--- src/hdl/dns_name_decompress_macros.svh ---
// ---------------------------------------------------------------------------
// DNS name decompressor assertion macros
// Concurrent assertion wrappers, compiled out when NO_ASSERTIONS is set.
// ---------------------------------------------------------------------------
`ifndef DNS_NAME_DECOMPRESS_MACROS_SVH
`define DNS_NAME_DECOMPRESS_MACROS_SVH

`ifndef NO_ASSERTIONS

`define DND_ASSERT_IMPLY(label, clk, rst_n, ante, cons) \
	label: assert property (@(posedge clk) disable iff (!rst_n) (ante) |-> (cons)) \
		else $error("assertion failed");

`define DND_ASSERT_NEXT(label, clk, rst_n, ante, cons) \
	label: assert property (@(posedge clk) disable iff (!rst_n) (ante) |=> (cons)) \
		else $error("assertion failed");

`define DND_ASSERT_ALWAYS(label, clk, rst_n, cond) \
	label: assert property (@(posedge clk) disable iff (!rst_n) (cond)) \
		else $error("assertion failed");

`else

`define DND_ASSERT_IMPLY(label, clk, rst_n, ante, cons)

`define DND_ASSERT_NEXT(label, clk, rst_n, ante, cons)

`define DND_ASSERT_ALWAYS(label, clk, rst_n, cond)

`endif

`endif

--- src/hdl/dnd_pkg.sv ---
// ---------------------------------------------------------------------------
// DNS name decompressor package
// Shared constants, codes and the walker-to-packer control structs.
// ---------------------------------------------------------------------------
package dnd_pkg;

	// position width: holds a 14-bit pointer target and any buffer offset
	localparam int POS_W = 14;

	localparam int PACKET_BYTES_DEF   = 512;
	localparam int MAX_NAME_BYTES_DEF = 255;

	localparam logic [5:0] HOPS_RESET = 6'd16;

	localparam logic CMD_LOAD   = 1'b0;
	localparam logic CMD_DECODE = 1'b1;

	localparam logic [1:0] STATUS_OK    = 2'd0;
	localparam logic [1:0] STATUS_HOPS  = 2'd1;
	localparam logic [1:0] STATUS_LONG  = 2'd2;
	localparam logic [1:0] STATUS_RANGE = 2'd3;

	localparam logic [7:0] POINTER_MARK = 8'd192;
	localparam logic [7:0] DOT_CHAR     = 8'h2E;

	localparam logic [2:0] COUNT_FULL = 3'd4;

	typedef struct packed {
		logic       push;
		logic [7:0] ch;
		logic       flush;
		logic [1:0] status;
	} pack_req_t;

	typedef struct packed {
		logic push_ok;
		logic flush_ok;
	} pack_rdy_t;

endpackage

--- src/hdl/dnd_walker.sv ---
// ---------------------------------------------------------------------------
// DNS name decompressor label walker
// Sequencer that steps through labels and pointers one byte per cycle unless the packer stalls it.
// ---------------------------------------------------------------------------
`include "dns_name_decompress_macros.svh"

module dnd_walker #(
	parameter int PACKET_BYTES   = dnd_pkg::PACKET_BYTES_DEF,
	parameter int MAX_NAME_BYTES = dnd_pkg::MAX_NAME_BYTES_DEF
) (
	input  logic                      clk,
	input  logic                      arst_n,
	input  logic                      in_valid,
	output logic                      in_stall,
	input  logic                      command,
	input  logic [8:0]                byte_addr,
	input  logic [7:0]                byte_value,
	input  logic [8:0]                start_offset,
	input  logic [5:0]                max_hops,
	output logic                      wr_en,
	output logic [dnd_pkg::POS_W-1:0] wr_addr,
	output logic [7:0]                wr_data,
	output logic [dnd_pkg::POS_W-1:0] rd_addr,
	input  logic [7:0]                rd_data,
	output dnd_pkg::pack_req_t        req,
	input  dnd_pkg::pack_rdy_t        rdy
);
	import dnd_pkg::*;

	localparam logic [2:0] ST_IDLE = 3'd0;
	localparam logic [2:0] ST_HEAD = 3'd1;
	localparam logic [2:0] ST_PTR  = 3'd2;
	localparam logic [2:0] ST_LBL  = 3'd3;
	localparam logic [2:0] ST_DONE = 3'd4;

	localparam logic [POS_W-1:0] POS_END  = POS_W'(PACKET_BYTES);
	localparam logic [9:0]       NAME_MAX = 10'(MAX_NAME_BYTES);

	logic [2:0]       state_q, state_d;
	logic [POS_W-1:0] pos_q, pos_d;
	logic [5:0]       hops_q, hops_d;
	logic [7:0]       enc_q, enc_d;
	logic [7:0]       rem_q, rem_d;
	logic             first_q, first_d;
	logic [5:0]       hi_q, hi_d;
	logic [1:0]       status_q, status_d;
	logic             accept;
	logic [POS_W-1:0] pos_next;
	logic [9:0]       len_sum;
	logic             enc_ok;

	assign in_stall = (state_q != ST_IDLE);
	assign accept   = in_valid && (state_q == ST_IDLE);
	assign wr_en    = accept && (command == CMD_LOAD) && (POS_W'(byte_addr) < POS_END);
	assign wr_addr  = POS_W'(byte_addr);
	assign wr_data  = byte_value;
	assign rd_addr  = pos_d;
	assign pos_next = pos_q + POS_W'(1);
	assign len_sum  = {2'b00, enc_q} + {2'b00, rd_data} + 10'd2;
	assign enc_ok   = ({2'b00, enc_q} < NAME_MAX);

	always_comb begin
		state_d    = state_q;
		pos_d      = pos_q;
		hops_d     = hops_q;
		enc_d      = enc_q;
		rem_d      = rem_q;
		first_d    = first_q;
		hi_d       = hi_q;
		status_d   = status_q;
		req        = '0;
		req.ch     = DOT_CHAR;
		req.status = status_q;
		case (state_q)
			ST_IDLE: begin
				if (accept && command == CMD_DECODE) begin
					pos_d    = POS_W'(start_offset);
					hops_d   = 6'd0;
					enc_d    = 8'd0;
					rem_d    = 8'd0;
					first_d  = 1'b1;
					status_d = STATUS_OK;
					if (POS_W'(start_offset) >= POS_END) begin
						status_d = STATUS_RANGE;
						state_d  = ST_DONE;
					end else begin
						state_d = ST_HEAD;
					end
				end
			end
			ST_HEAD: begin
				if (rd_data == 8'd0) begin
					status_d = STATUS_OK;
					state_d  = ST_DONE;
				end else if (rd_data >= POINTER_MARK) begin
					if (pos_next >= POS_END) begin
						status_d = STATUS_RANGE;
						state_d  = ST_DONE;
					end else if (hops_q >= max_hops) begin
						status_d = STATUS_HOPS;
						state_d  = ST_DONE;
					end else begin
						hi_d    = rd_data[5:0];
						pos_d   = pos_next;
						state_d = ST_PTR;
					end
				end else if (len_sum > NAME_MAX) begin
					status_d = STATUS_LONG;
					state_d  = ST_DONE;
				end else begin
					req.push = !first_q;
					if (first_q || rdy.push_ok) begin
						first_d = 1'b0;
						enc_d   = enc_q + rd_data + 8'd1;
						pos_d   = pos_next;
						rem_d   = rd_data;
						state_d = ST_LBL;
					end
				end
			end
			ST_PTR: begin
				hops_d = hops_q + 6'd1;
				if ({hi_q, rd_data} >= POS_END) begin
					status_d = STATUS_RANGE;
					state_d  = ST_DONE;
				end else begin
					pos_d   = {hi_q, rd_data};
					state_d = ST_HEAD;
				end
			end
			ST_LBL: begin
				if (pos_q >= POS_END) begin
					status_d = STATUS_RANGE;
					state_d  = ST_DONE;
				end else if (rem_q == 8'd0) begin
					state_d = ST_HEAD;
				end else begin
					req.push = 1'b1;
					req.ch   = rd_data;
					if (rdy.push_ok) begin
						pos_d = pos_next;
						rem_d = rem_q - 8'd1;
					end
				end
			end
			ST_DONE: begin
				req.flush = 1'b1;
				if (rdy.flush_ok) begin
					state_d = ST_IDLE;
				end
			end
			default: begin
				state_d = ST_IDLE;
			end
		endcase
	end

	always_ff @(posedge clk or negedge arst_n) begin
		if (!arst_n) begin
			state_q  <= ST_IDLE;
			pos_q    <= '0;
			hops_q   <= 6'd0;
			enc_q    <= 8'd0;
			rem_q    <= 8'd0;
			first_q  <= 1'b1;
			hi_q     <= 6'd0;
			status_q <= STATUS_OK;
		end else begin
			state_q  <= state_d;
			pos_q    <= pos_d;
			hops_q   <= hops_d;
			enc_q    <= enc_d;
			rem_q    <= rem_d;
			first_q  <= first_d;
			hi_q     <= hi_d;
			status_q <= status_d;
		end
	end

	`DND_ASSERT_NEXT(a_flush_to_idle, clk, arst_n, req.flush && rdy.flush_ok, state_q == ST_IDLE)
	`DND_ASSERT_IMPLY(a_hops_bounded, clk, arst_n, state_q != ST_IDLE, hops_q <= max_hops)
	`DND_ASSERT_ALWAYS(a_name_bounded, clk, arst_n, enc_ok)

endmodule

--- config.mk ---
export PLATFORM = sky130hd
export DESIGN_NAME = dnd_walker
export DESIGN_NICKNAME = d
export VERILOG_FILES = /design/src/hdl/dnd_pkg.sv /design/src/hdl/dnd_walker.sv
export VERILOG_INCLUDE_DIRS = /design/src /design/src/hdl
export SDC_FILE = /design/constraint.sdc
export NUM_CORES = 1
export LEC_CHECK = 0
export BUFFER_PORTS_ARGS = -buffer_cell sky130_fd_sc_hd__buf_2
export CORE_UTILIZATION = 30
export CTS_CLUSTER_SIZE = 12
export DETAILED_ROUTE_END_ITERATION = 12
export GPL_TIMING_DRIVEN = 0
export SYNTH_ARGS = -nofsm -noshare
export SYNTH_HDL_FRONTEND = slang
export SYNTH_SLANG_ARGS = --single-unit
--- constraint.sdc ---
create_clock -name clk -period 4 [get_ports clk]
set_input_delay 0.2 -clock clk [delete_from_list [all_inputs] [get_ports clk]]
set_output_delay 0.2 -clock clk [all_outputs]
set_load 0.005 [all_outputs]
=== After elaboration in Yosys (flattened, before gate mapping) ===
Index checks and enable logic that the tools add are counted.

* Register bits: 48
* Input port bits: 46
* Output and inout bits: 50
* Word-level logic and storage cells: 126

* Add/subtract/negate cells: 7
* $lt $le $gt $ge: 6
* Eq/ne operators: 19
* Multiplexer cells: 63
* Bitwise logic cells: 4
* Reductions and logical operators: 19

{| class="wikitable"
|+ Operators with widths
! cell !! number
|-
| $mux W14 || 11
|-
| $mux W8 || 13
|-
| $pmux W14 S4 || 1
|-
| $ge A14 B10 Y1 const B || 3
|-
| $mux W3 || 11
|-
| $pmux W8 S3 || 1
|-
| $ne A2 B2 Y1 const B || 10
|-
| $mux W9 || 2
|-
| $logic_not A8 Y1 || 2
|-
| $mux W2 || 8
|-
| $pmux W8 S2 || 1
|-
| $pmux W3 S5 || 1
|-
| $add A14 B1 Y14 const B || 1
|-
| $pmux W6 S2 || 1
|-
| $reduce_and A6 Y1 || 2
|-
| $add A9 B2 Y10 const B || 1
|-
| $gt A10 B8 Y1 const B || 1
|-
| $ne A5 B5 Y1 const B || 2
|-
| $add A8 B8 Y9 || 1
|-
| $mux W1 || 9
|-
| $reduce_and A9 Y1 || 1
|-
| $add A8 B1 Y8 const B || 1
|-
| $add A8 B8 Y8 || 1
|-
| $ge A8 B8 Y1 const B || 1
|-
| other kinds (23) || 32
|}

=== Longest topological paths before layout ===
Gate-level depths: netlist of run 1.

* Depth in word-level cells: 7
* Gate-level depth with buffers: 14

=== Worst setup path before layout of run 1 ===
OpenSTA, ideal clock, no wires.

* Kind: register to output
* Start point: register enc_q[4]
* End point: output rd_addr[4] (netlist name)
* Data arrival time: 3.079 ns
* Slack: 0.721 ns
* Cell stages (with the launch flop): 10
* Path buffers: 0
* Cells stage by stage: dfrtp_1 > ha_1 > inv_1 > fa_1 > or4b_1 > a21oi_1 > mux2i_1 > nand2_1 > mux2_1 > o32a_1

* Cells in the longest elaborated chain, start to end: 7

{| class="wikitable"
|+ Ends and longest elaborated chain
! what !! RTL line !! text
|-
| from (decl) || dnd_walker.sv:42 || <nowiki>logic [7:0] enc_q, enc_d;</nowiki>
|-
| from (signal assigned) || dnd_walker.sv:172 || <nowiki>enc_q <= enc_d;</nowiki>
|-
| $add A8 B8 Y9 || dnd_walker.sv:59 || <nowiki>assign len_sum = {2'b00, enc_q} + {2'b00, rd_data} + 10'd2;</nowiki>
|-
| $add A9 B2 Y10 || dnd_walker.sv:59 ||
|-
| $gt A10 B8 Y1 || dnd_walker.sv:107 || <nowiki>end else if (len_sum > NAME_MAX) begin</nowiki>
|-
| $mux W14 || dnd_walker.sv:107 ||
|-
| $mux W14 || dnd_walker.sv:95 || <nowiki>end else if (rd_data >= POINTER_MARK) begin</nowiki>
|-
| $mux W14 || dnd_walker.sv:92 || <nowiki>if (rd_data == 8'd0) begin</nowiki>
|-
| $pmux W14 S4 || dnd_walker.sv:74 || <nowiki>case (state_q)</nowiki>
|-
| to (decl) || dnd_walker.sv:23 || <nowiki>output logic [dnd_pkg::POS_W-1:0] rd_addr,</nowiki>
|}

Every way passes these cells.

=== Worst setup path in the final report of run 1 ===
* Start point: register enc_q[4]
* End point: output rd_addr[11] (netlist name)

Same word-level chain as after synthesis.

==> results.cfg, run 1 <==
[clocking]
clock_sinks = 48
cts_buffers = 5
clkTransAtPathRegs_ns = 0.07
root_buffer = clkbuf_16
clk-insertion-delay-late_ns = 0.29
cts_hold_buffers = 0
cts_buffer_depth = 2
cts_tree = built
h-tree-depth = 2

[sta]
worstMarginPinSlew_ns = 1.15
hold_viol_final = 0
period_needed_ns = 3.80
slew_headroom_pct = 23.2
rsz0062_at_grt = false
layout_worst_path_cycle_share_pct = 95.1
max_freq_ghz = 0.263
fin_skew_ns = 0.00432
finalSetupViolations = 0
whs_ns = 0.129
final_max_slew_viol_count = 0

[die]
core.rowCount = 43
io-pin-count = 96
die_w_um = 122
initial_core_util_pct = 30.9
die_area_mm2 = 0.0149
core_area_mm2 = 0.0140
die_h_um = 122

[detailed_routing]
drt_pass1_iterations = 5
wirelength_um = 13400
drc_errors = 0
wl_per_cell_um = 17.4
vias = 4227
via_per_inst = 5.51
ant_nets = 0
first_iter_violations = 330

[hold_path]
hp-class = in -> async

[setup_path]
arrival_ns = 3.60
cp-start-kind = register
crit_fanout = 5
cp-end-kind = output port
worst_ep_required_time_ns = 3.80
crit_type = reg -> out

[power]
cellPowerDensity_mw_per_mm2 = 633
leakage_nw = 2.44
ir_drop_mv = 0.240
finalPower_mw = 3.29

[placement]
io_buffers = 73
place_hpwl_um = 10100
routabilityCongestion = 0.855

[logic_synthesis]
synth_area_mm2 = 0.00433
async_flop_share_pct = 100
yosysMostFrequentCell = dfrtp_1
synthTopCellsByArea = dfrtp_1 (27%), ha_1 (7.8%), buf_4 (4.7%)
ys_types = 81
yosysWarnings = 0
synth_common_cells = dfrtp_1 (47), inv_1 (37), nand2_1 (33)
synth_top_area_share_pct = 27.2
syn_inst = 499
synth_top_area_cell = dfrtp_1
synth_edf_count = 0
ys_ff_latch = 48
syn_avg_cell_area_um2 = 8.67
seq_area_frac_synth_pct = 27.8
synth_ff_type = dfrtp_1

[finish]
fin_nets = 665
drive_above_1_share_pct = 27.9
diodes = 0
area_delta_synth_final_pct = 20.2

[grt]
busiest_layer = met2
grt_use_total_pct = 17.7
grt_overflow_total = 0
grt_pass1_wl_um = 20200
grt_start_max_net_pins = 49
antenna_found_initial = 0
grt_pass1_vias = 3881
grt_use_met1_pct = 22.2
grt_use_met3_pct = 2.57
grtUsageMet2_pct = 31.6

[job]
drv_cap = 0

[outcome]
status = finished, final reports clean
cell usage in the layout (no fill, tap or decap), drive strengths merged, types with 11 or more instances in the layout:
cell type and count:
inv 37, nand2 33, o21ai 30, clkbuf 12
nor2 32, a21oi 25, ha 27, dfrtp 47
nand3 22, nor3 19, and3 11, buf 115
nor4 12, mux2 12
routing by layer:
metal	routed length (um)	vias to the layer above
met2	6650	161
met1	5620	2062
met4	218	0
met5	0	-
met3	857	18
li1	-	1986
critical path, stage by stage, from the launching register on:
cell,delay [ns]
dfrtp_1,0.38
ha_1,0.20
inv_1,0.07
fa_1,0.42
or4b_1,0.56
a21oi_2,0.27
mux2_2,0.47
nor3_4,0.32
buf_4,0.17
nor4_1,0.04
a211o_1,0.28
buf_2,0.14
sequential cells by signal, indices dropped and copies added, names as in the netlist:
name / cells
hi_q: 6
hops_q: 6
enc_q: 8
first_q: 1
status_q: 2
rem_q: 8
pos_q: 14
state_q: 3
layout make-up:
type / instances / area [um2]
Buffer: 45 / 315
Clock buffer: 5 / 125
Clock inverter: 2 / 60.1
Fill cell: 1475 / 8790
Inverter: 37 / 139
Multi-Input combinational cell: 373 / 2740
Sequential cell: 48 / 1200
Tap cell: 180 / 225
Timing Repair Buffer: 77 / 395
cell families after synthesis:
family	share of synthesized area (%)
fa+ha+maj	10.1
simple gates	22.2
xor+xnor	2.02
compound gates	22.5
other cells	0.0867
mux	4.74
buf+inv	10.5
flops	27.8
worst paths after layout:
path                       slack, ns  cells after the start                 start                      to
min                             0.13                      1                arst_n   hops_q[3]$_DFFE_PN0P_
max                             0.20                     11  enc_q[4]$_DFFE_PN0P_             rd_addr[11]
min reg2reg                     0.49                      1  rem_q[5]$_DFFE_PN0P_    rem_q[5]$_DFFE_PN0P_
min in group clk                0.20                      3              in_valid  state_q[0]$_DFFE_PN0P_
max reg2reg                     0.70                     10  enc_q[4]$_DFFE_PN0P_     pos_q[11]$_DFF_PN0_
max in group asynchronous       3.16                      1                arst_n      pos_q[2]$_DFF_PN0_
power breakdown:
| part | switching, mW | internal (mW) |
|---|---|---|
| clock | 0.196 | 0.355 |
| combinational | 1.14 | 0.785 |
| sequential | 0.155 | 0.660 |
stage by stage:
step | instance area, um2 | setup WS (ns) | std cells | util, % | TNS, ns
6_report | 5200 | 0.197 | 767 | 37.2 | 0
5_1_grt | 5200 | 0.00559 | 767 | 37.2 | 0
4_1_cts | 5130 | -0.0345 | 763 | 36.7 | -0.0345
3_5_place_dp | 4930 | 0.00319 | 756 | 35.3 | 0
3_3_place_gp | 4930 | 0.0375 | 756 | 35.3 | 0
2_1_floorplan | 4340 | 0.721 | 503 | - | 0
what timing repair did:
| action | 4_1_cts | 5_1_grt |
|---|---|---|
| setup buffers | 0 | 4 |
| pin swaps | 0 | 1 |
| gates resized for setup | 3 | 6 |
| endpoints found under the setup margin | 8 | 9 |
(Power assumes the default switching activity.)
==> run 2, diff against run 1 <==
--- a/config.mk
+++ b/config.mk
@@ -11,6 +11,7 @@
 export CTS_CLUSTER_SIZE = 12
 export DETAILED_ROUTE_END_ITERATION = 12
 export GPL_TIMING_DRIVEN = 0
+export REMOVE_ABC_BUFFERS = 1
 export SYNTH_ARGS = -nofsm -noshare
 export SYNTH_HDL_FRONTEND = slang
 export SYNTH_SLANG_ARGS = --single-unit
==> run 2 against run 1 <==
Effect of this change:
- clock skew is 0.0066 ns higher
- wire length is 3.1% lower
- sequential power is 5.9% higher
- largest power group unchanged
- maximum frequency is 0.95% lower
- clock power is 16% lower
- setup slack worse by 0.037 ns
- via count is 4.7% lower
- largest cell class unchanged
- critical path type unchanged
- cell count is 8.1% lower
- critical endpoint is now rd_addr[3]
- register-to-register slack worse by 0.29 ns
- combinational power is 8% lower
- critical path depth is 1 lower
==> results.cfg, run 2 (synthesis results as in run 1) <==
[power]
p_sw_mw = 1.47
p_comb_share_pct = 57.3
seqPwrFrac_pct = 27.7
leakage_nw = 2.16
swShare_pct = 47.2
cellPowerDensity_mw_per_mm2 = 648
p_clk_share_pct = 14.9
internal-power_mw = 1.64
ir_drop_mv = 0.230

[finish]
largest_reg_flops = 14
drive_above_1_share_pct = 21.5
area_delta_synth_final_pct = 10.9
finalNonFillerCells = 705
diodes = 0
fillers = 1463
mostFrequentLayoutCell = buf_2
fin_nets = 602
top_regs = pos_q x14, enc_q x8, rem_q x8
final_cell_mix = buf_2 (56), dfrtp_1 (47), inv_1 (37), nand2_1 (33), nor2_1 (30)
regMostFlops = pos_q

[setup_path]
crit_fanout = 5
rr_endpoint = enc_q[3]$_DFFE_PN0P_
reg2reg_from = enc_q[4]$_DFFE_PN0P_
cp-start-kind = register
endpoint = rd_addr[3]
crit_type = reg -> out
crit_start = enc_q[4]$_DFFE_PN0P_
worst_ep_required_time_ns = 3.80
r2r_slack_ns = 0.41
arrival_ns = 3.64
rr_worst_depth = 9
cp-end-kind = output port

[clocking]
clkTransAtPathRegs_ns = 0.07
cts_buffers = 5
root_buffer = clkbuf_16
cts_hold_buffers = 0
clock_sinks = 48
cts_buffer_depth = 2
cts_tree = built
clk-insertion-delay-late_ns = 0.31
h-tree-depth = 2

[sta]
worstMarginPinSlew_ns = 1.24
finalSetupViolations = 0
rsz0062_at_grt = false
hold_viol_final = 0
final_max_slew_viol_count = 0
whs_ns = 0.131
slew_headroom_pct = 16.8
period_needed_ns = 3.84
fin_skew_ns = 0.0110
layout_worst_path_cycle_share_pct = 96.0
max_freq_ghz = 0.260

[detailed_routing]
ant_nets = 0
wirelength_um = 12900
drt_pass1_iterations = 5
wl_per_cell_um = 18.4
via_per_inst = 5.71
vias = 4029
drc_errors = 0
first_iter_violations = 266

[grt]
grt_start_max_net_pins = 49
grt_overflow_total = 0
grt_pass1_wl_um = 20100
grt_pass1_vias = 3848
grt_use_total_pct = 17.7
antenna_found_initial = 0

[placement]
dp.cells = 695
io_buffers = 56
routabilityCongestion = 0.850
place_hpwl_um = 9510

[die]
core.rowCount = 43
io-pin-count = 96
die_area_mm2 = 0.0149
core_area_mm2 = 0.0140
initial_core_util_pct = 30.9
die_w_um = 122
die_h_um = 122

[outcome]
status = finished, final reports clean

[hold_path]
hp-class = in -> async

[job]
drv_cap = 0
## run 2: how the worst min path moves through the flow
stage                                        end
after floorplan             enc_q[0]$_DFFE_PN0P_
after global placement                wr_addr[0]
after detailed placement              wr_addr[0]
after CTS                     pos_q[5]$_DFF_PN0_
after global routing      state_q[0]$_DFFE_PN0P_
final                         pos_q[5]$_DFF_PN0_
## run 2: through the flow
stage               setup slack (ns)  area [um2]  TNS, ns  util, %  power [mW]
detailed placement            -0.113        4550   -0.157     32.5        2.57
CTS                          0.00137        4730        0     33.8        3.07
global placement              -0.391        4530    -1.44     32.4        2.50
finish                         0.160        4800        0     34.3        3.11
floorplan                      0.721        4030        0        -        2.03
global route                 0.00266        4800        0     34.3        3.35
## run 2: repair_timing
action	in CTS	in global routing
buffers inserted	0	2
setup endpoints to repair	13	12
pin swaps	0	1
gates resized for setup	6	8
## run 2: cell type report
cell class	instances	area (um2)	area share [%]
Sequential cell	48	1200	25.1
Inverter	37	139	2.90
Timing Repair Buffer	59	307	6.39
Tap cell	180	225	4.69
Clock buffer	8	156	3.26
Multi-Input combinational cell	373	2770	57.7
## run 2: worst max-delay path: stages (launching register included)
cell and delay (ns):
dfrtp_1 0.38, ha_1 0.20, inv_1 0.08, fa_1 0.42
or4b_1 0.59, a21oi_4 0.23, mux2_2 0.45, nor3_4 0.31
a211oi_1 0.11, o32a_1 0.41, buf_2 0.13
## run 2: power by group through the flow
stage,combinational [mW],sequential [mW],clock (mW)
after global placement,1.65,0.852,0
after floorplan,1.22,0.809,0
after global routing,1.97,0.887,0.495
after CTS,1.73,0.855,0.480
final,1.78,0.863,0.465
after detailed placement,1.71,0.861,0
## run 2: routing by layer
| layer | global-route usage (%) | vias up | part of all wire, % |
|---|---|---|---|
| met1 | 23.1 | 1948 | 44 |
| met2 | 27.6 | 192 | 46 |
| met3 | 4.31 | 27 | 7.9 |
| li1 | - | 1862 | - |
| met5 | 0 | - | 0 |
| met4 | 7.47 | 0 | 2.5 |
