===== src/hdl/dns_name_decompress_macros.svh =====
// ---------------------------------------------------------------------------
// DNS name decompressor assertion macros
// Concurrent assertion wrappers, compiled out when NO_ASSERTIONS is set.
// ---------------------------------------------------------------------------
`ifndef DNS_NAME_DECOMPRESS_MACROS_SVH
`define DNS_NAME_DECOMPRESS_MACROS_SVH

`ifndef NO_ASSERTIONS

`define DND_ASSERT_IMPLY(label, clk, rst_n, ante, cons) \
	label: assert property (@(posedge clk) disable iff (!rst_n) (ante) |-> (cons)) \
		else $error("assertion failed");

`define DND_ASSERT_NEXT(label, clk, rst_n, ante, cons) \
	label: assert property (@(posedge clk) disable iff (!rst_n) (ante) |=> (cons)) \
		else $error("assertion failed");

`define DND_ASSERT_ALWAYS(label, clk, rst_n, cond) \
	label: assert property (@(posedge clk) disable iff (!rst_n) (cond)) \
		else $error("assertion failed");

`else

`define DND_ASSERT_IMPLY(label, clk, rst_n, ante, cons)

`define DND_ASSERT_NEXT(label, clk, rst_n, ante, cons)

`define DND_ASSERT_ALWAYS(label, clk, rst_n, cond)

`endif

`endif


===== src/hdl/dnd_pkg.sv =====
// ---------------------------------------------------------------------------
// DNS name decompressor package
// Shared constants, codes and the walker-to-packer control structs.
// ---------------------------------------------------------------------------
package dnd_pkg;

	// position width: holds a 14-bit pointer target and any buffer offset
	localparam int POS_W = 14;

	localparam int PACKET_BYTES_DEF   = 512;
	localparam int MAX_NAME_BYTES_DEF = 255;

	localparam logic [5:0] HOPS_RESET = 6'd16;

	localparam logic CMD_LOAD   = 1'b0;
	localparam logic CMD_DECODE = 1'b1;

	localparam logic [1:0] STATUS_OK    = 2'd0;
	localparam logic [1:0] STATUS_HOPS  = 2'd1;
	localparam logic [1:0] STATUS_LONG  = 2'd2;
	localparam logic [1:0] STATUS_RANGE = 2'd3;

	localparam logic [7:0] POINTER_MARK = 8'd192;
	localparam logic [7:0] DOT_CHAR     = 8'h2E;

	localparam logic [2:0] COUNT_FULL = 3'd4;

	typedef struct packed {
		logic       push;
		logic [7:0] ch;
		logic       flush;
		logic [1:0] status;
	} pack_req_t;

	typedef struct packed {
		logic push_ok;
		logic flush_ok;
	} pack_rdy_t;

endpackage


===== src/hdl/dnd_packer.sv =====
// ---------------------------------------------------------------------------
// DNS name decompressor character packer
// Collects name characters four to a beat and holds the output register.
// ---------------------------------------------------------------------------
`include "dns_name_decompress_macros.svh"

module dnd_packer (
	input  logic               clk,
	input  logic               arst_n,
	input  dnd_pkg::pack_req_t req,
	output dnd_pkg::pack_rdy_t rdy,
	output logic               out_valid,
	input  logic               out_stall,
	output logic [7:0]         char0,
	output logic [7:0]         char1,
	output logic [7:0]         char2,
	output logic [7:0]         char3,
	output logic [2:0]         char_count,
	output logic               last,
	output logic [1:0]         status
);
	import dnd_pkg::*;

	logic [3:0][7:0] pack_q;
	logic [1:0]      fill_q;
	logic            out_valid_q;
	logic [3:0][7:0] out_char_q;
	logic [2:0]      out_count_q;
	logic            out_last_q;
	logic [1:0]      out_status_q;
	logic            out_free;
	logic            push_fire;
	logic            flush_fire;

	assign out_free     = !out_valid_q || !out_stall;
	assign rdy.push_ok  = (fill_q != 2'd3) || out_free;
	assign rdy.flush_ok = out_free;
	assign push_fire    = req.push && rdy.push_ok;
	assign flush_fire   = req.flush && out_free;

	always_ff @(posedge clk or negedge arst_n) begin
		if (!arst_n) begin
			out_valid_q <= 1'b0;
			fill_q      <= 2'd0;
			pack_q      <= '0;
		end else begin
			if (out_free) begin
				out_valid_q <= 1'b0;
			end
			if (push_fire) begin
				if (fill_q == 2'd3) begin
					out_valid_q <= 1'b1;
					pack_q      <= '0;
					fill_q      <= 2'd0;
				end else begin
					pack_q[fill_q] <= req.ch;
					fill_q         <= fill_q + 2'd1;
				end
			end else if (flush_fire) begin
				out_valid_q <= 1'b1;
				pack_q      <= '0;
				fill_q      <= 2'd0;
			end
		end
	end

	always_ff @(posedge clk) begin
		if (push_fire && fill_q == 2'd3) begin
			out_char_q   <= {req.ch, pack_q[2], pack_q[1], pack_q[0]};
			out_count_q  <= COUNT_FULL;
			out_last_q   <= 1'b0;
			out_status_q <= STATUS_OK;
		end else if (flush_fire) begin
			out_char_q   <= pack_q;
			out_count_q  <= {1'b0, fill_q};
			out_last_q   <= 1'b1;
			out_status_q <= req.status;
		end
	end

	assign out_valid  = out_valid_q;
	assign char0      = out_char_q[0];
	assign char1      = out_char_q[1];
	assign char2      = out_char_q[2];
	assign char3      = out_char_q[3];
	assign char_count = out_count_q;
	assign last       = out_last_q;
	assign status     = out_status_q;

	`DND_ASSERT_IMPLY(a_mid_beat_full, clk, arst_n, out_valid_q && !out_last_q, out_count_q == COUNT_FULL)
	`DND_ASSERT_NEXT(a_group_emits, clk, arst_n, push_fire && fill_q == 2'd3, out_valid_q && out_count_q == COUNT_FULL)
	`DND_ASSERT_NEXT(a_flush_emits, clk, arst_n, flush_fire, out_valid_q && out_last_q && fill_q == 2'd0)

endmodule


===== config.mk =====
export PLATFORM = sky130hd
export DESIGN_NAME = dnd_packer
export DESIGN_NICKNAME = d
export VERILOG_FILES = /design/src/hdl/dnd_pkg.sv /design/src/hdl/dnd_packer.sv
export VERILOG_INCLUDE_DIRS = /design/src /design/src/hdl
export SDC_FILE = /design/constraint.sdc
export NUM_CORES = 1
export LEC_CHECK = 0
export ABC_AREA = 1
export BUFFER_PORTS_ARGS = -buffer_cell sky130_fd_sc_hd__buf_2
export CORE_MARGIN = 3
export CORE_UTILIZATION = 29
export CTS_BUF_LIST = sky130_fd_sc_hd__clkbuf_16
export DETAILED_ROUTE_END_ITERATION = 6
export PLACE_DENSITY = 0.58
export SLEW_MARGIN = 5
export SYNTH_ARGS = -nofsm -noshare
export SYNTH_HDL_FRONTEND = slang
export SYNTH_SLANG_ARGS = --single-unit

===== constraint.sdc =====
create_clock -name clk -period 2.7 [get_ports clk]
set_clock_uncertainty 0.05 [all_clocks]
set_input_delay 0.27 -clock clk [delete_from_list [all_inputs] [get_ports clk]]
set_output_delay 0.27 -clock clk [all_outputs]
set_load 0.01 [all_outputs]

# == After elaboration in Yosys (flattened, before gate mapping) ==
# Index checks and enable logic that the tools add are counted.
# classes
n_reduce_logical,10
n_eq_ne,2
n_mux,15
n_lt_le_gt_ge,2
addsub,1
# ops
operator,n
$mux W32,5
$bwmux W32,1
$demux W8 S2,1
$mux W8,1
$mux W2,3
$logic_and A1 B1 Y1,4
$mux W1,4
$reduce_bool A2 Y1,2
$lt A2 B3 Y1 const B,1
$add A2 B1 Y2 const B,1
$eq A2 B2 Y1 const B,1
$ge A2 B1 Y1 const B,1
$logic_not A1 Y1,2
$logic_or A1 B1 Y1,2
$ne A2 B2 Y1 const B,1
# totals
wordCells,43
inputBits,15
register_bits,73
out_inout_bits,41

# == Logic depth before layout (Yosys ltp) ==
# Gate-level depths: netlist (run 1).
# depth
depth_word,7
mapped_depth,7
mapped_depth_nobuf,7

# == Least setup slack after synthesis (run 1) ==
# OpenSTA, ideal clock, no wires.
# synth_timing
path_type,register -> register
startpoint,reg fill_q[0]
endpoint,"reg out_char_q, in the netlist char0[0] (enable)"
slack_ns,0.552
required_time_ns,2.261
n_path_buf,0
setup_ns,0.389
stages_incl_launch_ff,7
t_arrival_ns,1.708
cell_sequence,dfrtp_1 -> ha_1 -> nand3_2 -> nand2_4 -> inv_4 -> nand2_2 -> nand2_1
# synth_lines
element,line_no,rtl
from (decl),dnd_packer.sv:25,logic [1:0] fill_q;
from (signal assigned),dnd_packer.sv:57,fill_q <= fill_q + 2'd1;
to (signal assigned),dnd_packer.sv:69,"out_char_q <= {req.ch, pack_q[2], pack_q[1], pack_q[0]};"
to (signal assigned),dnd_packer.sv:74,out_char_q <= pack_q;
to (decl),dnd_packer.sv:27,logic [3:0][7:0] out_char_q;

# == Final worst setup path (run 1) ==
# layout_timing
startpoint,reg fill_q[0]
endpoint,"reg out_char_q, in the netlist char0[4] (enable)"
# layout_between
elab_chain_cells,5
# layout_rtl
element,line_no,rtl
$ne A2 B2 Y1,dnd_packer.sv:36,assign rdy.push_ok = (fill_q != 2'd3) || out_free;
$logic_or A1 B1 Y1,dnd_packer.sv:36,
$logic_and A1 B1 Y1,dnd_packer.sv:38,assign push_fire = req.push && rdy.push_ok;
$logic_and A1 B1 Y1 *,dnd_packer.sv:68,if (push_fire && fill_q == 2'd3) begin
$reduce_bool A2 Y1 (no line) *,-,
# Every way passes the cells marked *; elsewhere a longest branch is shown, timed or not.
# A chain may end at the register's enable or synchronous reset.

==> results.sh, run 1 <==
export IMPL_irDropWorstVdd_mv=0.440
export IMPL_layout_commonest_cell="nand2_1"
export IMPL_clkTransAtPathRegs_ns=0.06
export IMPL_syn_nets=260
export IMPL_seq_area_frac_synth_pct=71.6
export IMPL_ctsHtreeMaxLevel=3
export IMPL_die_area_mm2=0.0106
export IMPL_route_detailed_drc=0
export IMPL_dp_slack_ns=0.608
export IMPL_status="complete, no violations"
export IMPL_first_pass_iters=4
export IMPL_grt_pass1_vias=1816
export IMPL_postRouteAntennaNets=0
export IMPL_grtUsageTotal_pct=11.6
export IMPL_totalNegativeSetupSlack_ns=0
export IMPL_cp_end_kind="flip-flop"
export IMPL_cts_setup_buffers=0
export IMPL_mostFrequentLayoutCells="nand2_1 (74), buf_2 (55), dfrtp_1 (35), edfxtp_1 (32), nand3_1 (29)"
export IMPL_yosysUniqueCellTypes=17
export IMPL_cts_root_to_sink_buffers=2
export IMPL_nNetsFinal=324
export IMPL_syn_instance_count=240
export IMPL_routed_via_count=1828
export IMPL_final_cells=417
export IMPL_power_density_mw_per_mm2=1020
export IMPL_cts_tree="yes"
export IMPL_drv_cap=0
export IMPL_wl_mm=5.53
export IMPL_startpoint_type="flip-flop"
export IMPL_grt_pass1_wl_mm=9.09
export IMPL_clk_latency_ns=0.33
export IMPL_synth_warnings=0
export IMPL_hpwl_mm=3.89
export IMPL_synth_top_cell_by_area="edfxtp_1"
export IMPL_drive_gt1_share_pct=27.5
export IMPL_critPathArrivalTime_ns=2.01
export IMPL_fmax_mhz=483
export IMPL_period_needed_ns=2.07
export IMPL_power_leakage_nw=1.68
export IMPL_grt_antenna_before_repair=0
export IMPL_setup_violations=0
export IMPL_rows=34
export IMPL_die_h_um=103
export IMPL_maxSlewViolCount=0
export IMPL_syn_to_final_growth_pct=25.9
export IMPL_hold_viol=0
export IMPL_critical_path_class="flip-flop to flip-flop"
export IMPL_n_antenna_cell=0
export IMPL_placed_cells=400
export IMPL_port_buffers=55
export IMPL_routabilityCongestion=0.738
export IMPL_drtIter0Drc=99
export IMPL_io_pins=56
export IMPL_vias_per_cell=4.38
export IMPL_synth_seq_cells=73
export IMPL_rsz0062_at_grt="no"
export IMPL_synth_top_cell_area_share_pct=35.2
export IMPL_post_drt_wl_per_cell_um=13.3
export IMPL_tightest_slew_ns=0.798
export IMPL_core_area_mm2=0.00893
export IMPL_cts_made_buffers=9
export IMPL_fp_dieW_um=103
export IMPL_crit_required_ns=2.64
export IMPL_overflow=0
export IMPL_critPathMaxFanout=32
export IMPL_synth_area_leaders="edfxtp_1 (35%), dfrtp_1 (32%), nand2_1 (10%), nand3_1 (5.3%), dfxtp_1 (4.4%)"
export IMPL_start_util_pct=30.6
export IMPL_setup_ws_ns=0.628
export IMPL_syn_area_mm2=0.00273
export IMPL_clock_sinks=73
export IMPL_post_synth_cell_area_avg_um2=11.4
export IMPL_grt_max_degree=36
export IMPL_min_period_over_period_pct=76.7
export IMPL_clock_root_buffer="clkbuf_16"
export IMPL_min_delay_path_class="input port to flip-flop"
export IMPL_p_total_mw=3.49
export IMPL_post_cts_resized=0
export IMPL_relSlewSlack_pct=46.8
[layer usage]
layer | GRT usage [%] | routed length [um] | part of all wire (%)
met2 | 18.3 | 2660 | 48
met3 | 5.35 | 389 | 7.0
met1 | 14.1 | 2430 | 44
met4 | 3.88 | 56 | 1.0
met5 | 0 | 0 | 0
[what timing repair did]
item,4_1_cts,5_1_grt
hold endpoints to repair,35,0
setup endpoints to repair,0,0
hold buffers,1,0
[power breakdown]
part	switching (mW)	total (mW)	internal (mW)
Combinational	0.453	0.687	0.234
Clock	0.464	1.19	0.724
Sequential	0.124	1.62	1.49
Total	1.04	3.49	2.45
[final timing paths]
check / startpoint / endpoint / slack, ns / cells after the start
worst max-delay path: fill_q[0] / char0[4] / 0.63 / 7
worst min-delay path: req[1] / status[1] / 0.16 / 5
worst max register to register: fill_q[0] / char0[4] / 0.63 / 7
worst min register to register: pack_q[6] / char0[6] / 0.40 / 0
max in group asynchronous: arst_n / pack_q[31] / 1.56 / 2
min in group asynchronous: arst_n / pack_q[3] / 0.52 / 2
[through the flow]
step	utilization, %	hold WS, ns	cell area, um2
after global routing	38.5	0.166	3440
after detailed placement	35.0	0.346	3120
final	38.5	0.159	3440
after floorplan	-	-0.0756	2730
after CTS	38.5	0.148	3440
after global placement	35.0	0.341	3120
[cells in the mapped netlist]
master,n
buf_2,2
buf_4,2
dfrtp_1,35
dfxtp_1,6
edfxtp_1,32
ha_1,5
inv_1,18
inv_2,2
inv_4,1
nand2_1,74
nand2_2,7
nand2_4,1
nand3_1,29
nand3_2,1
nor2_1,11
nor2_4,1
o21ai_0,13
[flip-flops by register name, summed over array words and instances, names as in the netlist]
register and cells:
char2 8, fill_q 2, status 2, char_count 3, pack_q 32, out_valid 1, char0 8, char3 8
last 1, char1 8
[worst max-delay path, stage by stage, from the launching register on]
cell and delay [ns]:
dfrtp_1 0.41, ha_1 0.23, nand3_2 0.09, nand2_4 0.08, inv_4 0.20, nand2_2 0.18
nand2_1 0.09, buf_4 0.36
[cells by family (layout without fill, tap and decap cells)]
logic type                 count (synthesis)  count (layout)  synth area share (%)
and+or+nand+nor                          124             124                  19.8
DFF                                       73              73                  71.6
buffers and inverters                     25              94                  3.89
AOI/OAI and AO/OA                         13              13                  2.38
adders and majority gates                  5               5                  2.29
[final cells by class]
type                    count  area [um2]
clock buffers               9         225
clock inverters             7        78.8
fillers                   904        5500
inverters                  21        81.3
multi-input cells         142         668
flip-flops and latches     73        1960
well taps                 108         135
repair buffers             57         293
Note: power is estimated with default switching activity, not from simulation.
==> run 2, diff against run 1 <==
clock period = 1.95 ns   (was 2.7 ns; I/O delays follow)
==> results.sh, run 2 (synthesized netlist as in run 1, its figures left out) <==
export IMPL_hpwl_mm=3.94
export IMPL_cts_root_to_sink_buffers=2
export IMPL_hp_start="req[0]"
export IMPL_min_delay_path_class="input port to flip-flop"
export IMPL_irDropWorstVdd_mv=0.684
export IMPL_rows=34
export IMPL_die_h_um=103
export IMPL_setup_violations=0
export IMPL_vias_per_cell=4.46
export IMPL_crit_required_ns=1.93
export IMPL_largest_reg_flops=32
export IMPL_fp_dieW_um=103
export IMPL_regMostFlops="pack_q"
export IMPL_drv_cap=0
export IMPL_tightest_slew_ns=0.807
export IMPL_first_pass_iters=4
export IMPL_routed_via_count=1872
export IMPL_startpoint_type="flip-flop"
export IMPL_routabilityCongestion=0.790
export IMPL_cts_tree="yes"
export IMPL_clock_sinks=73
export IMPL_relSlewSlack_pct=46.2
export IMPL_critPathLaunch="fill_q[0]"
export IMPL_grt_max_degree=36
export IMPL_clock_root_buffer="clkbuf_16"
export IMPL_grt_pass1_wl_mm=9.37
export IMPL_setup_ws_ns=0.221
export IMPL_hold_viol=0
export IMPL_power_density_mw_per_mm2=1460
export IMPL_totalNegativeSetupSlack_ns=0
export IMPL_critical_path_class="flip-flop to flip-flop"
export IMPL_core_area_mm2=0.00893
export IMPL_nNetsFinal=327
export IMPL_syn_to_final_growth_pct=28.7
export IMPL_critPathArrivalTime_ns=1.71
export IMPL_port_buffers=55
export IMPL_grt_antenna_before_repair=0
export IMPL_postRouteAntennaNets=0
export IMPL_critPathMaxFanout=24
export IMPL_cp_end_kind="flip-flop"
export IMPL_n_antenna_cell=0
export IMPL_cts_setup_buffers=0
export IMPL_power_leakage_nw=1.72
export IMPL_ctsHoldBuffers=1
export IMPL_wl_mm=5.69
export IMPL_post_cts_resized=0
export IMPL_ff2ff_setup_slack_ns=0.22
export IMPL_layout_commonest_cell="nand2_1"
export IMPL_grtUsageTotal_pct=12.0
export IMPL_io_pins=56
export IMPL_min_period_over_period_pct=88.7
export IMPL_maxSlewViolCount=0
export IMPL_status="complete, no violations"
export IMPL_cts_made_buffers=9
export IMPL_post_drt_wl_per_cell_um=13.6
export IMPL_clkTransAtPathRegs_ns=0.06
export IMPL_route_detailed_drc=0
export IMPL_clk_latency_ns=0.33
export IMPL_grt_pass1_vias=1850
export IMPL_rsz0062_at_grt="no"
export IMPL_start_util_pct=30.6
export IMPL_dp_slack_ns=0.209
export IMPL_drive_gt1_share_pct=28.2
export IMPL_die_area_mm2=0.0106
export IMPL_fmax_mhz=578
export IMPL_ctsHtreeMaxLevel=3
export IMPL_mostFrequentLayoutCells="nand2_1 (73), buf_2 (55), dfrtp_1 (35), edfxtp_1 (32), nand3_1 (29)"
export IMPL_overflow=0
export IMPL_period_needed_ns=1.73
export IMPL_drtIter0Drc=99
export IMPL_r2r_start="fill_q[0]"
==> run 2: final timing paths <==
kind / to / cells after the start
max in group asynchronous: pack_q[7] / 2
hold reg to reg: char1[7] / 0
setup / recovery: char2[5] / 7
min in group asynchronous: pack_q[12] / 2
setup reg to reg: char2[5] / 7
hold / removal: status[0] / 5
==> run 2: power by group <==
part,internal (mW),switching (mW)
logic,0.357,0.644
clock network,1.25,0.628
registers,2.07,0.172
==> run 2: through the flow <==
stage	instances	cell area, um2	total power, mW	utilization [%]	hold WS [ns]
floorplan	240	2730	2.83	-	-0.151
global placement	403	3160	3.27	35.4	0.275
CTS	420	3520	5.19	39.4	0.0749
detailed placement	403	3160	3.29	35.4	0.283
global route	420	3520	5.44	39.4	0.114
finish	420	3520	5.12	39.4	0.0881
==> run 2: area by class of cell <==
type	instances	area, um2
clock inverters	7	119
repair buffers	60	328
fillers	895	5420
multi-input cells	142	671
well taps	108	135
flip-flops and latches	73	1960
clock buffers	9	225
inverters	21	81.3
==> run 2: worst max-delay path: stages (launching register included) <==
cell and delay [ns]:
dfrtp_1 0.41, ha_1 0.23, nand3_2 0.10, nand2_4 0.09, inv_4 0.06, nand2_2 0.05, nand2_2 0.21, buf_12 0.22
==> run 2: layer usage <==
metal / up-vias / track usage, % / part of all wire, %
met5: - / 0 / 0
met1: 870 / 14.2 / 43
met3: 13 / 4.94 / 7.7
met2: 70 / 18.9 / 47
met4: 0 / 5.88 / 2.4
li1: 919 / - / -
==> run 3, diff against run 2 <==
CAP_MARGIN = 40   (was unset)
CTS_CLUSTER_SIZE = 16   (was unset)
PLACE_DENSITY = 0.59   (was 0.58)
clock period = 1.4 ns   (was 1.95 ns; I/O delays follow)
==> results.sh, run 3 (synthesized netlist as in run 1, its figures left out) <==
export IMPL_port_buffers=55
export IMPL_overflow=0
export IMPL_routed_via_count=1945
export IMPL_first_pass_iters=6
export IMPL_dp_slack_ns=-0.136
export IMPL_startpoint_type="flip-flop"
export IMPL_holdPathStages=5
export IMPL_regMostFlops="pack_q"
export IMPL_route_detailed_drc=0
export IMPL_io_pins=56
export IMPL_violations="negative setup slack"
export IMPL_drv_cap=0
export IMPL_final_cells=436
export IMPL_die_area_mm2=0.0106
export IMPL_fmax_mhz=692
export IMPL_setup_violations=64
export IMPL_num_fill_cells=860
export IMPL_clk_latency_ns=0.33
export IMPL_grt_pass1_wl_mm=10.1
export IMPL_cp_end_kind="flip-flop"
export IMPL_nNetsFinal=343
export IMPL_post_drt_wl_per_cell_um=14.4
export IMPL_critPathArrivalTime_ns=1.67
export IMPL_drtIter0Drc=100
export IMPL_grt_antenna_before_repair=0
export IMPL_hold_viol=0
export IMPL_crit_required_ns=1.62
export IMPL_p_sw_share_pct=30.0
export IMPL_fp_dieW_um=103
export IMPL_vias_per_cell=4.46
export IMPL_hpwl_mm=4.20
export IMPL_min_delay_path_class="input port to flip-flop"
export IMPL_setup_ws_ns=-0.0453
export IMPL_intPower_mw=5.18
export IMPL_start_util_pct=30.6
export IMPL_cpMaxStageDelayCell="dfrtp_1"
export IMPL_comb_power_share_pct=24.7
export IMPL_ctsHtreeMaxLevel=3
export IMPL_irDropWorstVdd_mv=0.772
export IMPL_grt_pass1_vias=1973
export IMPL_crit_path_frequent_cell="buf_4"
export IMPL_drive_gt1_share_pct=34.1
export IMPL_clock_sinks=73
export IMPL_cts_tree="yes"
export IMPL_core_area_mm2=0.00893
export IMPL_largest_reg_flops=32
export IMPL_cts_made_buffers=9
export IMPL_critPathMaxFanout=8
export IMPL_multi_input_area_um2=820
export IMPL_syn_to_final_growth_pct=38.6
export IMPL_hold_end="status[1]"
export IMPL_critical_path_class="flip-flop to flip-flop"
export IMPL_status="finished with violations"
export IMPL_postRouteAntennaNets=0
export IMPL_cp_cell_sequence="buf_4, ha_4, buf_4, nor2_1, buf_4, nand3_1, nand2_1"
export IMPL_rows=34
export IMPL_clock_root_buffer="clkbuf_16"
export IMPL_clock_power_share_pct=33.0
export IMPL_r2r_start="fill_q[0]"
export IMPL_relSlewSlack_pct=69.2
export IMPL_layout_commonest_cell="nand2_1"
export IMPL_r2r_end="pack_q[2]"
export IMPL_power_leakage_nw=1.82
export IMPL_min_period_over_period_pct=103
export IMPL_tightest_slew_ns=0.461
export IMPL_p_total_mw=7.39
export IMPL_power_frac_seq_pct=42.3
export IMPL_cp_slowest_stage_delay_ns=0.40
export IMPL_placed_cells=414
export IMPL_switchingPower_mw=2.22
export IMPL_ff2ff_setup_slack_ns=-0.05
export IMPL_regArea_mm2=0.00196
export IMPL_n_antenna_cell=0
export IMPL_period_needed_ns=1.45
export IMPL_reg2regPathDepth=7
export IMPL_routabilityCongestion=0.761
export IMPL_power_density_mw_per_mm2=1950
export IMPL_critPathLaunch="fill_q[0]"
export IMPL_wl_mm=6.28
export IMPL_grt_max_degree=36
export IMPL_mostFrequentLayoutCells="nand2_1 (72), buf_2 (54), dfrtp_1 (35), edfxtp_1 (32), nand3_1 (28)"
export IMPL_maxSlewViolCount=0
export IMPL_rsz0062_at_grt="yes"
export IMPL_cts_root_to_sink_buffers=2
export IMPL_die_h_um=103
export IMPL_grtUsageTotal_pct=12.8
export IMPL_clkTransAtPathRegs_ns=0.06
export IMPL_hp_start="req[1]"
## run 3: cell count changes in the layout (fill, tap and decap cells not counted), moves of 6 or more
| cell | delta |
|---|---|
| buf_4 | +9 |
| o21ai_0 | -9 |
| o21ai_1 | +9 |
| buf_6 | +7 |
| nand2_2 | -7 |
| nand2_8 | +6 |
## run 3: worst max-delay path by stage
stage / slack [ns] / end / cells after the start
after floorplan: -0.11 / char0[0] / 6
after global placement: -0.08 / char2[7] / 6
after detailed placement: -0.14 / char2[5] / 6
after CTS: -0.05 / char3[3] / 6
after global routing: -0.11 / pack_q[3] / 7
final: -0.05 / pack_q[2] / 7
## run 3: metal layers
metal	part of all wire, %	routed length (um)	track usage, %
met1	43	2680	15.3
met2	50	3160	21.2
met3	5.9	369	5.55
met4	1.1	70	3.29
met5	0	0	0
## run 3: through the flow
step	instance area (um2)	hold WS [ns]	setup TNS [ns]	util, %
final	3790	0.0257	-1.52	42.4
after global routing	3790	0.0617	-7.13	42.4
after CTS	3720	0.0166	-2.33	41.6
after detailed placement	3290	0.154	-7.35	36.8
after global placement	3290	0.146	-3.68	36.8
after floorplan	2780	-0.206	-3.66	-
## run 3: cell type report
type | count | area share, %
sequential | 73 | 51.7
clock inverter | 7 | 2.48
timing repair buffer | 75 | 12.4
tap | 108 | 3.57
inverter | 21 | 2.28
clock buffer | 9 | 5.95
multi-input combinational | 143 | 21.6
## run 3: worst max-delay path, delay by kind of cell, from the launching register on
| kind | cells | cell delay (ns) |
|---|---|---|
| flops | 1 | 0.40 |
| simple gates | 3 | 0.27 |
| buf+inv | 3 | 0.48 |
| fa+ha+maj | 1 | 0.18 |
## run 3: repair_timing
item                                    in CTS  in global routing
buffers inserted                             4                  0
hold endpoints to repair                    35                  0
pin swaps                                    4                  3
endpoints found under the setup margin      75                 82
gates resized for setup                     12                 17
gates cloned                                 1                  0
hold buffers                                 1                  0
## run 3: power groups by stage
stage	logic, mW	clock network (mW)	registers, mW
after floorplan	0.715	0	3.28
final	1.82	2.44	3.13
after global placement	1.55	0	3.15
after CTS	1.74	2.49	3.14
after detailed placement	1.58	0	3.18
after global routing	2.03	2.60	3.19
